<file path="src/hdl/i2cm_pkg.sv">
// ----------------------------------------------------------------------------
// i2cm_pkg
// Shared types and constants of the I2C master byte engine.
// ----------------------------------------------------------------------------
`default_nettype none

package i2cm_pkg;

   localparam int TICK_W = 10;

   // Command classes handed from the front end to the sequencer
   typedef logic [1:0] cmd_type;
   localparam cmd_type CMD_NONE  = 2'd0;
   localparam cmd_type CMD_WRITE = 2'd1;
   localparam cmd_type CMD_READ  = 2'd2;

   // Timing register indexes on the configuration channel
   typedef logic [1:0] csr_index_type;
   localparam csr_index_type CSR_LOW_TICKS  = 2'd0;
   localparam csr_index_type CSR_HIGH_TICKS = 2'd1;
   localparam csr_index_type CSR_START_HOLD = 2'd2;

   // One queued tick: classified command, its byte and start/stop flags, plus the sampled bus lines
   typedef struct packed {
      cmd_type    cmd;
      logic [7:0] data_byte;
      logic       with_start;
      logic       with_stop;
      logic       scl_in;
      logic       sda_in;
   } q_entry_type;

endpackage : i2cm_pkg

`default_nettype wire

</file>
<file path="src/hdl/i2cm_if.sv">
// ----------------------------------------------------------------------------
// i2cm_if
// Valid/ready channels of the I2C master byte engine: tick requests,
// per-tick results and configuration writes.
// ----------------------------------------------------------------------------
`default_nettype none

interface i2cm_req_if;
   logic       valid;
   logic       ready;
   logic [1:0] operation;
   logic [7:0] data_byte;
   logic       with_start;
   logic       with_stop;
   logic       scl_in;
   logic       sda_in;

   modport source (output valid, operation, data_byte, with_start, with_stop,
                   scl_in, sda_in, input ready);
   modport sink   (input valid, operation, data_byte, with_start, with_stop,
                   scl_in, sda_in, output ready);
endinterface : i2cm_req_if

interface i2cm_rsp_if;
   logic       valid;
   logic       ready;
   logic       scl_release;
   logic       sda_release;
   logic       busy_res;
   logic       done_res;
   logic       ack_received;
   logic [7:0] read_data;

   modport source  (output valid, scl_release, sda_release, busy_res, done_res,
                    ack_received, read_data, input ready);
   modport sink    (input valid, scl_release, sda_release, busy_res, done_res,
                    ack_received, read_data, output ready);
   modport monitor (input valid, ready, scl_release, sda_release, busy_res,
                    done_res, ack_received, read_data);
endinterface : i2cm_rsp_if

interface i2cm_csr_if;
   logic       valid;
   logic       ready;
   logic [1:0] index;
   logic [9:0] data;

   modport source (output valid, index, data, input ready);
   modport sink   (input valid, index, data, output ready);
endinterface : i2cm_csr_if

`default_nettype wire

</file>
<file path="src/hdl/i2cm_front.sv">
// ----------------------------------------------------------------------------
// i2cm_front
// Request front end: classify the operation code and hold ticks in a
// two-entry queue for the sequencer.
// ----------------------------------------------------------------------------
`default_nettype none

module i2cm_front (
   input  wire logic                  clock,
   input  wire logic                  reset,
   i2cm_req_if.sink                   req_ch,
   output      logic                  q_valid,
   output      i2cm_pkg::q_entry_type q_entry,
   input  wire logic                  q_pop
);
   import i2cm_pkg::*;

   q_entry_type entry_ff [2];
   q_entry_type push_entry;
   logic        wr_ptr_ff, wr_ptr_in;
   logic        rd_ptr_ff, rd_ptr_in;
   logic [1:0]  count_ff, count_in;
   logic        push;

   always_comb begin
      push_entry.cmd        = CMD_NONE;
      if (req_ch.operation == CMD_WRITE) begin
         push_entry.cmd = CMD_WRITE;
      end else if (req_ch.operation == CMD_READ) begin
         push_entry.cmd = CMD_READ;
      end
      push_entry.data_byte  = req_ch.data_byte;
      push_entry.with_start = req_ch.with_start;
      push_entry.with_stop  = req_ch.with_stop;
      push_entry.scl_in     = req_ch.scl_in;
      push_entry.sda_in     = req_ch.sda_in;
   end

   assign req_ch.ready = (count_ff != 2'd2);
   assign push         = req_ch.valid && req_ch.ready;
   assign q_valid      = (count_ff != 2'd0);
   assign q_entry      = entry_ff[rd_ptr_ff];

   always_comb begin
      wr_ptr_in = push  ? ~wr_ptr_ff : wr_ptr_ff;
      rd_ptr_in = q_pop ? ~rd_ptr_ff : rd_ptr_ff;
      count_in  = count_ff;
      if (push && !q_pop) begin
         count_in = count_ff + 2'd1;
      end else if (!push && q_pop) begin
         count_in = count_ff - 2'd1;
      end
   end

   always_ff @(posedge clock) begin
      if (reset) begin
         wr_ptr_ff <= 1'b0;
         rd_ptr_ff <= 1'b0;
         count_ff  <= 2'd0;
      end else begin
         wr_ptr_ff <= wr_ptr_in;
         rd_ptr_ff <= rd_ptr_in;
         count_ff  <= count_in;
      end
   end

   always_ff @(posedge clock) begin
      if (push) begin
         entry_ff[wr_ptr_ff] <= push_entry;
      end
   end

endmodule : i2cm_front

`default_nettype wire

</file>
<file path="src/hdl/i2cm_back.sv">
// ----------------------------------------------------------------------------
// i2cm_back
// Bus sequencer: step the start / bit / acknowledge / stop phases once per
// queued tick, hold the timing registers and register each result.
// ----------------------------------------------------------------------------
`default_nettype none

module i2cm_back (
   input  wire logic                  clock,
   input  wire logic                  reset,
   input  wire logic                  q_valid,
   input  wire i2cm_pkg::q_entry_type q_entry,
   output      logic                  q_pop,
   i2cm_csr_if.sink                   csr_ch,
   i2cm_rsp_if.source                 rsp_ch
);
   import i2cm_pkg::*;

   localparam logic [3:0] PH_IDLE        = 4'd0;
   localparam logic [3:0] PH_START_RISE  = 4'd1;
   localparam logic [3:0] PH_START_SETUP = 4'd2;
   localparam logic [3:0] PH_START_HOLD  = 4'd3;
   localparam logic [3:0] PH_BIT_LOW     = 4'd4;
   localparam logic [3:0] PH_BIT_RISE    = 4'd5;
   localparam logic [3:0] PH_BIT_HIGH    = 4'd6;
   localparam logic [3:0] PH_STOP_LOW    = 4'd7;
   localparam logic [3:0] PH_STOP_RISE   = 4'd8;
   localparam logic [3:0] PH_STOP_HOLD   = 4'd9;

   localparam logic [3:0] ACK_SLOT = 4'd8;

   // Data bit for the low half of a slot; released for read and acknowledge
   function automatic logic low_sda(input logic [7:0] shift, input logic [3:0] bits,
                                    input logic rd);
      logic [2:0] idx;
      idx = 3'd7 - bits[2:0];
      if (bits < ACK_SLOT && !rd) begin
         return shift[idx];
      end
      return 1'b1;
   endfunction

   logic [TICK_W-1:0] low_ticks_ff, high_ticks_ff, hold_ticks_ff;

   logic [3:0]        phase_ff, phase_in;
   logic [7:0]        shift_ff, shift_in;
   logic [3:0]        bit_ff, bit_in;
   logic [TICK_W-1:0] tick_ff, tick_in, tick_next;
   logic              is_read_ff, is_read_in;
   logic              stop_ff, stop_in;
   logic              ack_ff, ack_in;
   logic              scl_ff, scl_in;
   logic              sda_ff, sda_in;
   logic [7:0]        hold_ff, hold_in;
   logic              done;

   logic              rsp_valid_ff, rsp_valid_in;
   logic              rsp_scl_ff, rsp_sda_ff, rsp_busy_ff, rsp_done_ff, rsp_ack_ff;
   logic [7:0]        rsp_data_ff;

   assign csr_ch.ready = 1'b1;
   assign q_pop        = q_valid && (!rsp_valid_ff || rsp_ch.ready);
   assign tick_next    = tick_ff + 1'b1;

   always_comb begin
      phase_in   = phase_ff;
      shift_in   = shift_ff;
      bit_in     = bit_ff;
      tick_in    = tick_ff;
      is_read_in = is_read_ff;
      stop_in    = stop_ff;
      ack_in     = ack_ff;
      scl_in     = scl_ff;
      sda_in     = sda_ff;
      hold_in    = hold_ff;
      done       = 1'b0;
      case (phase_ff)
         PH_IDLE: begin
            if (q_entry.cmd == CMD_WRITE || q_entry.cmd == CMD_READ) begin
               is_read_in = (q_entry.cmd == CMD_READ);
               stop_in    = q_entry.with_stop;
               shift_in   = is_read_in ? 8'd0 : q_entry.data_byte;
               bit_in     = 4'd0;
               tick_in    = '0;
               if (q_entry.with_start) begin
                  phase_in = PH_START_RISE;
                  scl_in   = 1'b1;
                  sda_in   = 1'b1;
               end else begin
                  phase_in = PH_BIT_LOW;
                  scl_in   = 1'b0;
                  sda_in   = low_sda(shift_in, bit_in, is_read_in);
               end
            end
         end
         PH_START_RISE: begin
            if (q_entry.scl_in) begin
               phase_in = PH_START_SETUP;
               tick_in  = '0;
            end
         end
         PH_START_SETUP: begin
            tick_in = tick_next;
            if (tick_next >= high_ticks_ff) begin
               phase_in = PH_START_HOLD;
               tick_in  = '0;
               sda_in   = 1'b0;
            end
         end
         PH_START_HOLD: begin
            tick_in = tick_next;
            if (tick_next >= hold_ticks_ff) begin
               phase_in = PH_BIT_LOW;
               tick_in  = '0;
               scl_in   = 1'b0;
               sda_in   = low_sda(shift_ff, bit_ff, is_read_ff);
            end
         end
         PH_BIT_LOW: begin
            tick_in = tick_next;
            if (tick_next >= low_ticks_ff) begin
               phase_in = PH_BIT_RISE;
               scl_in   = 1'b1;
            end
         end
         PH_BIT_RISE: begin
            if (q_entry.scl_in) begin
               if (bit_ff < ACK_SLOT) begin
                  if (is_read_ff) begin
                     shift_in = {shift_ff[6:0], q_entry.sda_in};
                  end
               end else if (!is_read_ff) begin
                  ack_in = ~q_entry.sda_in;
               end
               phase_in = PH_BIT_HIGH;
               tick_in  = '0;
            end
         end
         PH_BIT_HIGH: begin
            tick_in = tick_next;
            if (tick_next >= high_ticks_ff) begin
               if (bit_ff < ACK_SLOT) begin
                  bit_in   = bit_ff + 4'd1;
                  phase_in = PH_BIT_LOW;
                  tick_in  = '0;
                  scl_in   = 1'b0;
                  sda_in   = low_sda(shift_ff, bit_in, is_read_ff);
               end else if (stop_ff) begin
                  phase_in = PH_STOP_LOW;
                  tick_in  = '0;
                  scl_in   = 1'b0;
                  sda_in   = 1'b0;
               end else begin
                  phase_in = PH_IDLE;
                  scl_in   = 1'b0;
                  sda_in   = 1'b1;
                  if (is_read_ff) begin
                     hold_in = shift_ff;
                  end
                  done = 1'b1;
               end
            end
         end
         PH_STOP_LOW: begin
            tick_in = tick_next;
            if (tick_next >= low_ticks_ff) begin
               phase_in = PH_STOP_RISE;
               scl_in   = 1'b1;
            end
         end
         PH_STOP_RISE: begin
            if (q_entry.scl_in) begin
               phase_in = PH_STOP_HOLD;
               tick_in  = '0;
            end
         end
         PH_STOP_HOLD: begin
            tick_in = tick_next;
            if (tick_next >= hold_ticks_ff) begin
               phase_in = PH_IDLE;
               sda_in   = 1'b1;
               if (is_read_ff) begin
                  hold_in = shift_ff;
               end
               done = 1'b1;
            end
         end
         default: begin
            phase_in = PH_IDLE;
         end
      endcase
   end

   always_comb begin
      rsp_valid_in = rsp_valid_ff;
      if (q_pop) begin
         rsp_valid_in = 1'b1;
      end else if (rsp_ch.ready) begin
         rsp_valid_in = 1'b0;
      end
   end

   always_ff @(posedge clock) begin
      if (reset) begin
         low_ticks_ff  <= TICK_W'(12);
         high_ticks_ff <= TICK_W'(18);
         hold_ticks_ff <= TICK_W'(24);
      end else if (csr_ch.valid) begin
         case (csr_ch.index)
            CSR_LOW_TICKS:  low_ticks_ff  <= csr_ch.data;
            CSR_HIGH_TICKS: high_ticks_ff <= csr_ch.data;
            CSR_START_HOLD: hold_ticks_ff <= csr_ch.data;
            default: begin
            end
         endcase
      end
   end

   always_ff @(posedge clock) begin
      if (reset) begin
         phase_ff     <= PH_IDLE;
         shift_ff     <= 8'd0;
         bit_ff       <= 4'd0;
         tick_ff      <= '0;
         is_read_ff   <= 1'b0;
         stop_ff      <= 1'b0;
         ack_ff       <= 1'b0;
         scl_ff       <= 1'b1;
         sda_ff       <= 1'b1;
         hold_ff      <= 8'd0;
         rsp_valid_ff <= 1'b0;
      end else begin
         rsp_valid_ff <= rsp_valid_in;
         if (q_pop) begin
            phase_ff   <= phase_in;
            shift_ff   <= shift_in;
            bit_ff     <= bit_in;
            tick_ff    <= tick_in;
            is_read_ff <= is_read_in;
            stop_ff    <= stop_in;
            ack_ff     <= ack_in;
            scl_ff     <= scl_in;
            sda_ff     <= sda_in;
            hold_ff    <= hold_in;
         end
      end
   end

   always_ff @(posedge clock) begin
      if (q_pop) begin
         rsp_scl_ff  <= scl_in;
         rsp_sda_ff  <= sda_in;
         rsp_busy_ff <= (phase_in != PH_IDLE);
         rsp_done_ff <= done;
         rsp_ack_ff  <= ack_in;
         rsp_data_ff <= hold_in;
      end
   end

   assign rsp_ch.valid        = rsp_valid_ff;
   assign rsp_ch.scl_release  = rsp_scl_ff;
   assign rsp_ch.sda_release  = rsp_sda_ff;
   assign rsp_ch.busy_res     = rsp_busy_ff;
   assign rsp_ch.done_res     = rsp_done_ff;
   assign rsp_ch.ack_received = rsp_ack_ff;
   assign rsp_ch.read_data    = rsp_data_ff;

endmodule : i2cm_back

`default_nettype wire

</file>
<file path="src/hdl/i2c_master_byte_engine_unit.sv">
// ----------------------------------------------------------------------------
// i2c_master_byte_engine_unit
// Open-drain I2C master that moves one byte per command, one bus tick per
// request.
// ----------------------------------------------------------------------------
// Usage:
//   req_ch  - one request per bus tick: sampled SCL/SDA plus an optional
//             command (write byte, or read byte answered with NACK), each with
//             an optional start before and stop after the byte.
//   rsp_ch  - one result per request: SCL/SDA release after that tick,
//             busy, a done pulse, the last acknowledge and the last read byte.
//   csr_ch  - timing writes (low, high and start/stop hold tick counts);
//             always ready, write only while no request is outstanding.
// Path: each request is registered in the request queue, and its result in
//   the result register, before the result turns valid on rsp_ch.
// Throughput: one request per clock while rsp_ch takes each result; the sequencer steps once per request.
// Reset: synchronous; lines released, sequencer idle, timing registers back
//   to 12/18/24, queue and result register empty.
// Stall: while rsp_ch is held off the result register holds its value and
//   the sequencer pauses; the two-entry queue takes up to two more requests
//   before req_ch.ready drops.
// ----------------------------------------------------------------------------
`default_nettype none

module i2c_master_byte_engine_unit (
   input  wire logic  clock,
   input  wire logic  reset,
   i2cm_req_if.sink   req_ch,
   i2cm_rsp_if.source rsp_ch,
   i2cm_csr_if.sink   csr_ch
);
   import i2cm_pkg::*;

   // Queue between classifier and sequencer
   logic        q_valid;
   logic        q_pop;
   q_entry_type q_entry;

   // Classify and buffer incoming ticks
   i2cm_front u_front (
      .clock   (clock),
      .reset   (reset),
      .req_ch  (req_ch),
      .q_valid (q_valid),
      .q_entry (q_entry),
      .q_pop   (q_pop)
   );

   // Step the bus phases and drive the result register
   i2cm_back u_back (
      .clock   (clock),
      .reset   (reset),
      .q_valid (q_valid),
      .q_entry (q_entry),
      .q_pop   (q_pop),
      .csr_ch  (csr_ch),
      .rsp_ch  (rsp_ch)
   );

endmodule : i2c_master_byte_engine_unit

`default_nettype wire

</file>
<file path="src/flat_wrapper.sv">
// flat-port wrapper written by rule: the top's interface ports become plain ports
module i2c_master_byte_engine_unit_flat import i2cm_pkg::*;
  (clock, reset, req_ch_valid, req_ch_operation, req_ch_data_byte, req_ch_with_start, req_ch_with_stop, req_ch_scl_in, req_ch_sda_in, req_ch_ready, rsp_ch_valid, rsp_ch_scl_release, rsp_ch_sda_release, rsp_ch_busy_res, rsp_ch_done_res, rsp_ch_ack_received, rsp_ch_read_data, rsp_ch_ready, csr_ch_valid, csr_ch_index, csr_ch_data, csr_ch_ready);
  i2cm_req_if req_ch_i ();
  i2cm_rsp_if rsp_ch_i ();
  i2cm_csr_if csr_ch_i ();
  input  wire logic clock;
  input  wire logic reset;
  input wire logic [$bits(req_ch_i.valid)-1:0] req_ch_valid;
  input wire logic [$bits(req_ch_i.operation)-1:0] req_ch_operation;
  input wire logic [$bits(req_ch_i.data_byte)-1:0] req_ch_data_byte;
  input wire logic [$bits(req_ch_i.with_start)-1:0] req_ch_with_start;
  input wire logic [$bits(req_ch_i.with_stop)-1:0] req_ch_with_stop;
  input wire logic [$bits(req_ch_i.scl_in)-1:0] req_ch_scl_in;
  input wire logic [$bits(req_ch_i.sda_in)-1:0] req_ch_sda_in;
  output wire logic [$bits(req_ch_i.ready)-1:0] req_ch_ready;
  output wire logic [$bits(rsp_ch_i.valid)-1:0] rsp_ch_valid;
  output wire logic [$bits(rsp_ch_i.scl_release)-1:0] rsp_ch_scl_release;
  output wire logic [$bits(rsp_ch_i.sda_release)-1:0] rsp_ch_sda_release;
  output wire logic [$bits(rsp_ch_i.busy_res)-1:0] rsp_ch_busy_res;
  output wire logic [$bits(rsp_ch_i.done_res)-1:0] rsp_ch_done_res;
  output wire logic [$bits(rsp_ch_i.ack_received)-1:0] rsp_ch_ack_received;
  output wire logic [$bits(rsp_ch_i.read_data)-1:0] rsp_ch_read_data;
  input wire logic [$bits(rsp_ch_i.ready)-1:0] rsp_ch_ready;
  input wire logic [$bits(csr_ch_i.valid)-1:0] csr_ch_valid;
  input wire logic [$bits(csr_ch_i.index)-1:0] csr_ch_index;
  input wire logic [$bits(csr_ch_i.data)-1:0] csr_ch_data;
  output wire logic [$bits(csr_ch_i.ready)-1:0] csr_ch_ready;
  assign req_ch_i.valid = req_ch_valid;
  assign req_ch_i.operation = req_ch_operation;
  assign req_ch_i.data_byte = req_ch_data_byte;
  assign req_ch_i.with_start = req_ch_with_start;
  assign req_ch_i.with_stop = req_ch_with_stop;
  assign req_ch_i.scl_in = req_ch_scl_in;
  assign req_ch_i.sda_in = req_ch_sda_in;
  assign req_ch_ready = req_ch_i.ready;
  assign rsp_ch_valid = rsp_ch_i.valid;
  assign rsp_ch_scl_release = rsp_ch_i.scl_release;
  assign rsp_ch_sda_release = rsp_ch_i.sda_release;
  assign rsp_ch_busy_res = rsp_ch_i.busy_res;
  assign rsp_ch_done_res = rsp_ch_i.done_res;
  assign rsp_ch_ack_received = rsp_ch_i.ack_received;
  assign rsp_ch_read_data = rsp_ch_i.read_data;
  assign rsp_ch_i.ready = rsp_ch_ready;
  assign csr_ch_i.valid = csr_ch_valid;
  assign csr_ch_i.index = csr_ch_index;
  assign csr_ch_i.data = csr_ch_data;
  assign csr_ch_ready = csr_ch_i.ready;
  i2c_master_byte_engine_unit u_core (.clock(clock), .reset(reset), .req_ch(req_ch_i), .rsp_ch(rsp_ch_i), .csr_ch(csr_ch_i));
endmodule
</file>
<file path="config.mk">
export PLATFORM = sky130hd
export DESIGN_NAME = i2c_master_byte_engine_unit_flat
export DESIGN_NICKNAME = d
export VERILOG_FILES = /design/src/hdl/i2cm_pkg.sv /design/src/hdl/i2cm_if.sv /design/src/hdl/i2cm_front.sv /design/src/hdl/i2cm_back.sv /design/src/hdl/i2c_master_byte_engine_unit.sv /design/src/flat_wrapper.sv
export SDC_FILE = /design/constraint.sdc
export NUM_CORES = 1
export LEC_CHECK = 0
export BUFFER_PORTS_ARGS = -buffer_cell sky130_fd_sc_hd__buf_2
export CAP_MARGIN = 10
export CORE_ASPECT_RATIO = 1.75
export CORE_UTILIZATION = 60
export CTS_CLUSTER_SIZE = 28
export DETAILED_ROUTE_END_ITERATION = 6
export PLACE_DENSITY = 0.89
export SLEW_MARGIN = 30
export SYNTH_ARGS = -nofsm -noshare
export SYNTH_HDL_FRONTEND = slang
export SYNTH_SLANG_ARGS = --single-unit
</file>
<file path="constraint.sdc">
create_clock -name clock -period 4.3 [get_ports clock]
set_input_delay 0.86 -clock clock [delete_from_list [all_inputs] [get_ports clock]]
set_output_delay 0.86 -clock clock [all_outputs]
set_load 0.01 [all_outputs]
</file>
## Word-level counts from Yosys, hierarchy flattened

Memories as Yosys holds them, arrays and structs flattened. A register that Yosys moved wholly into a read port is not among the register bits.
Cells that the tools add are included.
W data, S select, Z words.

- Reductions and logical operators: 31
- Bitwise gates (word level): 3
- Equal/unequal tests: 23
- Add/sub/neg operators: 6
- $lt $le $gt $ge: 7
- Muxes and demuxes: 92

Operator list:

| operator | count |
|---|---|
| $mux W8 | 10 |
| $mux W10 | 7 |
| $pmux W10 S6 | 1 |
| $mux W4 | 13 |
| $mux W1 | 45 |
| $pmux W4 S10 | 1 |
| $pmux W8 S2 | 2 |
| $ge A10 B10 Y1 | 3 |
| $eq A4 B3 Y1 const B | 4 |
| $ne A2 B2 Y1 const B | 6 |
| $add A10 B1 Y10 const B | 1 |
| $reduce_bool A2 Y1 | 5 |
| $mux W3 | 3 |
| $eq A4 B2 Y1 const B | 2 |
| $eq A4 B4 Y1 const B | 2 |
| $lt A3 B4 Y1 const B | 2 |
| $lt A4 B4 Y1 const B | 2 |
| $mux W2 | 4 |
| $pmux W4 S2 | 1 |
| $bmux W1 S3 | 2 |
| $eq A2 B1 Y1 const B | 3 |
| $eq A2 B2 Y1 const B | 3 |
| $logic_and A1 B1 Y1 | 6 |
| $reduce_and A2 Y1 | 3 |
| other kinds (22) | 31 |

- Memories kept: 1
- Register bits after elaboration: 87
- Memory bits (writable): 28
- Input bits: 31

Memories:

| memory | depth | width | read ports | clocked after Yosys merged registers in | write ports | line | text |
|---|---|---|---|---|---|---|---|
| u_core.u_front.entry_ff | 2 | 14 | 1 | 1 | 1 | i2cm_front.sv:18 | `q_entry_type entry_ff [2];` |

## Depth between registers and ports, before layout

- Depth in word-level cells: 11
- Depth in mapped cells: 14

## By module

Synthesis repeated with hierarchy kept, for this count alone.

- Cell total of the unflattened synthesis: 611
- Area, all modules: 6008.3 um2

By module, submodules not included:

| module | cells an instance | instances | area an instance (um2) |
|---|---|---|---|
| i2cm_back | 542 | 1 | 4760.8 |
| i2cm_front | 69 | 1 | 1247.4 |

## Worst setup path before layout

Ideal clock, no wire load.

- Path kind: register -> register
- From: register u_core.u_back.tick_ff[2]
- To: register u_core.u_back.rsp_data_ff[0], in the netlist u_core.u_back.rsp_ch.read_data[0], data pin
- Data arrival time: 2971 ps
- Setup time: 260 ps
- Period minus slack after synthesis: 3231 ps
- Required time: 4040 ps
- Slack: 1069 ps
- Stages on the path, launching flop included: 14
- Cell sequence: dfxtp_1 > and3_1 > and3_1 > nand3_1 > nor2_1 > xor2_1 > ha_1 > nand4_2 > a211oi_2 > a2111o_2 > o2111ai_2 > nand2_1 > nand2_2 > mux2_2

- Word-level cells in the longest chain between the ends: 4
- Elaborated cells on any way between the ends: 6
- Those cells by class: 1 x add/sub; 2 x order compare; 3 x mux

RTL lines:

| item | line | text |
|---|---|---|
| start, declared | i2cm_back.sv:48 | `logic [TICK_W-1:0] tick_ff, tick_in, tick_next;` |
| start signal, assigned | i2cm_back.sv:238 | `tick_ff <= tick_in;` |
| $add A10 B1 Y10 * | i2cm_back.sv:63 | `assign tick_next = tick_ff + 1'b1;` |
| $ge A10 B10 Y1 (on tied branches) | i2cm_back.sv:179, i2cm_back.sv:141 |  |
| $mux W8 (on tied branches) | i2cm_back.sv:179, i2cm_back.sv:141 |  |
| $pmux W8 S2 * | i2cm_back.sv:77 | `case (phase_ff)` |
| via u_core.u_back.hold_in[0] | i2cm_back.sv:54 | `logic [7:0] hold_ff, hold_in;` |
| end signal, assigned | i2cm_back.sv:256 | `rsp_data_ff <= hold_in;` |
| end, declared | i2cm_back.sv:59 | `logic [7:0] rsp_data_ff;` |

Mark *: on every way through the listed nets, which the timed path passes. The rest lies on a longest branch.
A chain may end at the register's enable or synchronous reset.

## Final worst setup path

- From: register u_core.u_back.tick_ff[2]
- To: register u_core.u_back.rsp_busy_ff, in the netlist u_core.u_back.rsp_ch.busy_res, data pin

- Word-level cells in the longest chain between the ends: 5
- Elaborated cells on any way between the ends: 12
- Those cells by class: 1 x add/sub; 3 x order compare; 7 x mux; 1 x reduce/logical

RTL lines:

| item | line | text |
|---|---|---|
| $add A10 B1 Y10 * | i2cm_back.sv:63 |  |
| $ge A10 B10 Y1 (on tied branches) | -- |  |
| $mux W4 (tied with other cells) | i2cm_back.sv:179 | `if (tick_next >= hold_ticks_ff) begin` |
| $pmux W4 S10 * | i2cm_back.sv:77 |  |
| $reduce_bool A4 Y1 * | i2cm_back.sv:253 | `rsp_busy_ff <= (phase_in != PH_IDLE);` |
| end signal, assigned | i2cm_back.sv:253 |  |
| end, declared | i2cm_back.sv:58 | `logic rsp_scl_ff, rsp_sda_ff, rsp_busy_ff, rsp_done_ff, rsp_ack_ff;` |

Every way passes the cells marked *; elsewhere a longest branch is shown, timed or not.

==> out/qor.yml <==
run_status:
  status: "complete, no violations"
pwr:
  p_per_area_nw_per_um2: 627
  power.leakage_nw: 2.81
  ir_worst_vdd_v: 0.000530
drt:
  wl_per_cell_um: 17.8
  drtIter0Drc: 274
  firstDrtPassIters: 5
  vias: 4714
  antenna_left: 0
  wirelength_um: 13900
  drc_errors: 0
  viasPerCell: 6.05
sta:
  tightestPinTransition_ns: 0.815
  min_period_over_period: 0.851
  drv_slew: 0
  max_freq_mhz: 273
  fin_ws_ns: 0.640
  tns_ns: 0
  setup_violations: 0
  slew_headroom: 0.454
  rsz0062_at_grt: "false"
  finalCriticalPeriod_ns: 3.66
  whs_ns: 0.455
  hold_viol_final: 0
  skew_ns: 0.0143
synth:
  yosys.area.top_type_share: 0.252
  synth_edf_count: 41
  synth.area.top_cells: "dfxtp_1, edfxtp_1, ha_1"
  seq_area_frac_synth: 0.458
  syn_area_um2: 5970
  synthCells: 605
  ys_ff_latch: 116
  synthArstFlopShare: 0
  syn_nets: 670
  synth_top_cell_by_area: "dfxtp_1"
  avgSynthCellArea_um2: 9.87
  synthDistinctLibCells: 72
  synth_ff_type: "dfxtp_1"
  synth_warnings: 0
critical_path:
  path_delay_family: "simple AND/OR/NAND/NOR gates"
  slowest_stage: "or4_1"
  crit_top_cell: "and3_1"
  worstPathMaxFanout: 5
  reg2regPathDepth: 11
  r2r_slack_ns: 0.64
  worst-path-buf-inv: 0
  cp.arrival_ns: 3.81
  start_kind: "flip-flop"
  max_stage_delay_ns: 0.51
  cp-end-kind: "flip-flop"
  critPathRequiredTime_ns: 4.45
  crit_cells: 11
  path_class: "reg2reg"
  timing.critical_path.cells: "and3_1 -> and3_1 -> nand3_1 -> xnor2_1 -> ha_1 -> a21oi_1 -> nor2_1 -> a2111o_2 -> o21ai_0 -> nand4_1 -> or4_1"
global_route:
  track_usage: 0.287
  grt_pass1_wl_um: 22700
  grt_pass1_vias: 4884
  antenna_found_initial: 0
  gr-usage-met2: 0.540
  use_met3: 0.0639
  busiest_layer: "met2"
  grt_max_degree: 66
  grt.met1_usage: 0.265
  gr-total-overflow: 0
placement:
  dp_hpwl_um: 9700
  portBuffers: 45
  pre_cts_ws_ns: 0.676
  place_area_um2: 6250
  routabilityCongestion: 0.951
  place_inst: 747
min_path:
  hp-class: "reg2reg"
  hold_depth: 2
layout:
  nets: 709
  final_cell_mix: "dfxtp_1, nor2_1, nand2_1"
  area_growth_pct: 15.1
  diodes: 0
  design_area_um2: 6870
  final_cells: 779
  layout_commonest_cell: "dfxtp_1"
  drive_above_1_share: 0.183
clock_network:
  cts_tree: "built"
  post_cts_buffers: 0
  post_cts_resized: 0
  cts_made_buffers: 17
  clk_path_buf_depth: 2
  hold_buffers: 0
  clk_latency_ns: 0.42
  cts_htree_levels: 4
  clkSinkCount: 116
  cts_root_buffer: "clkbuf_16"
  clk_pin_slew_ns: 0.05
floorplan:
  core_um2: 9590
  die_y_um: 134
  dieArea_um2: 10400
  num_rows: 47
  top_level_ports: 47
  die_w_um: 77.4
  start_util: 0.623
run:
  cap_violations: 0
synthesized netlist by cell type, types with 3 or more instances:
library cell  instances
dfxtp_1              75
nor2_1               73
nand2_1              45
a21oi_1              41
edfxtp_1             41
inv_1                37
ha_1                 34
mux2i_1              33
o21ai_0              18
clkbuf_1             17
a211oi_1             16
nand3_1              15
nor3_1               15
mux2_2               12
nand2b_1             11
xnor2_1              10
a32o_1                8
buf_2                 7
nand3b_1              6
xor2_1                6
and3_1                4
mux4_2                4
nor2b_1               4
o21ai_1               4
a211o_1               3
a21o_1                3
a31oi_1               3
a41oi_1               3
and2_1                3
nand4_1               3
nor2_4                3
routing by layer:
metal  vias to the layer above  wire, µm
li1                       2256         -
met1                      2227      4900
met2                       166      7630
met3                        65       543
met4                         0       769
met5                         -         0
worst min-delay path, cell delays in order (launching register included):
cell and delay, ns:
dfxtp_1 0.31, nand2_1 0.05, a21oi_1 0.05
kinds of logic after synthesis:
group,count (synthesis),share of synthesized area
simple gates,199,0.164
compound gates,123,0.143
flops,116,0.458
buf+inv,66,0.0449
mux,50,0.0954
fa+ha+maj,34,0.0713
xor+xnor,16,0.0235
other cells,1,0.000628
final timing paths:
kind | start | to
hold reg to reg | u_core.u_back.high_ticks_ff[3] | u_core.u_back.high_ticks_ff[3]
setup reg to reg | u_core.u_back.tick_ff[2] | u_core.u_back.rsp_ch.busy_res
hold / removal | u_core.u_back.high_ticks_ff[3] | u_core.u_back.high_ticks_ff[3]
setup / recovery | u_core.u_back.tick_ff[2] | u_core.u_back.rsp_ch.busy_res
per-stage QoR:
step,util,power [mW]
after floorplan,-,2.53
after global placement,0.651,2.81
after detailed placement,0.652,2.86
after CTS,0.717,4.30
after global routing,0.717,4.52
final,0.717,4.31
layout make-up:
class                   count  area [µm²]
multi-input cells         423        2970
flip-flops and latches    116        2730
fillers                   677        2720
clock buffers              23         532
repair buffers             48         250
well taps                 122         153
inverters                  38         143
clock inverters             9        87.6
power by group:
| group | internal [mW] | switching [mW] |
|---|---|---|
| clock network | 0.929 | 0.497 |
| registers | 1.38 | 0.247 |
| logic | 0.504 | 0.755 |
state kept, by name, indices dropped and copies added (netlist names), 2 cells and up, named ones only:
register,flops
u_core.u_back.tick_ff,10
u_core.u_back.bit_ff,4
u_core.u_back.phase_ff,4
u_core.u_front.entry_ff,28
u_core.u_back.rsp_ch.read_data,8
u_core.u_back.shift_ff,8
u_core.u_back.hold_ff,8
u_core.u_back.hold_ticks_ff,10
u_core.u_back.low_ticks_ff,10
u_core.u_front.count_ff,2
u_core.u_back.high_ticks_ff,10
Note: power is estimated with default switching activity, not from simulation.
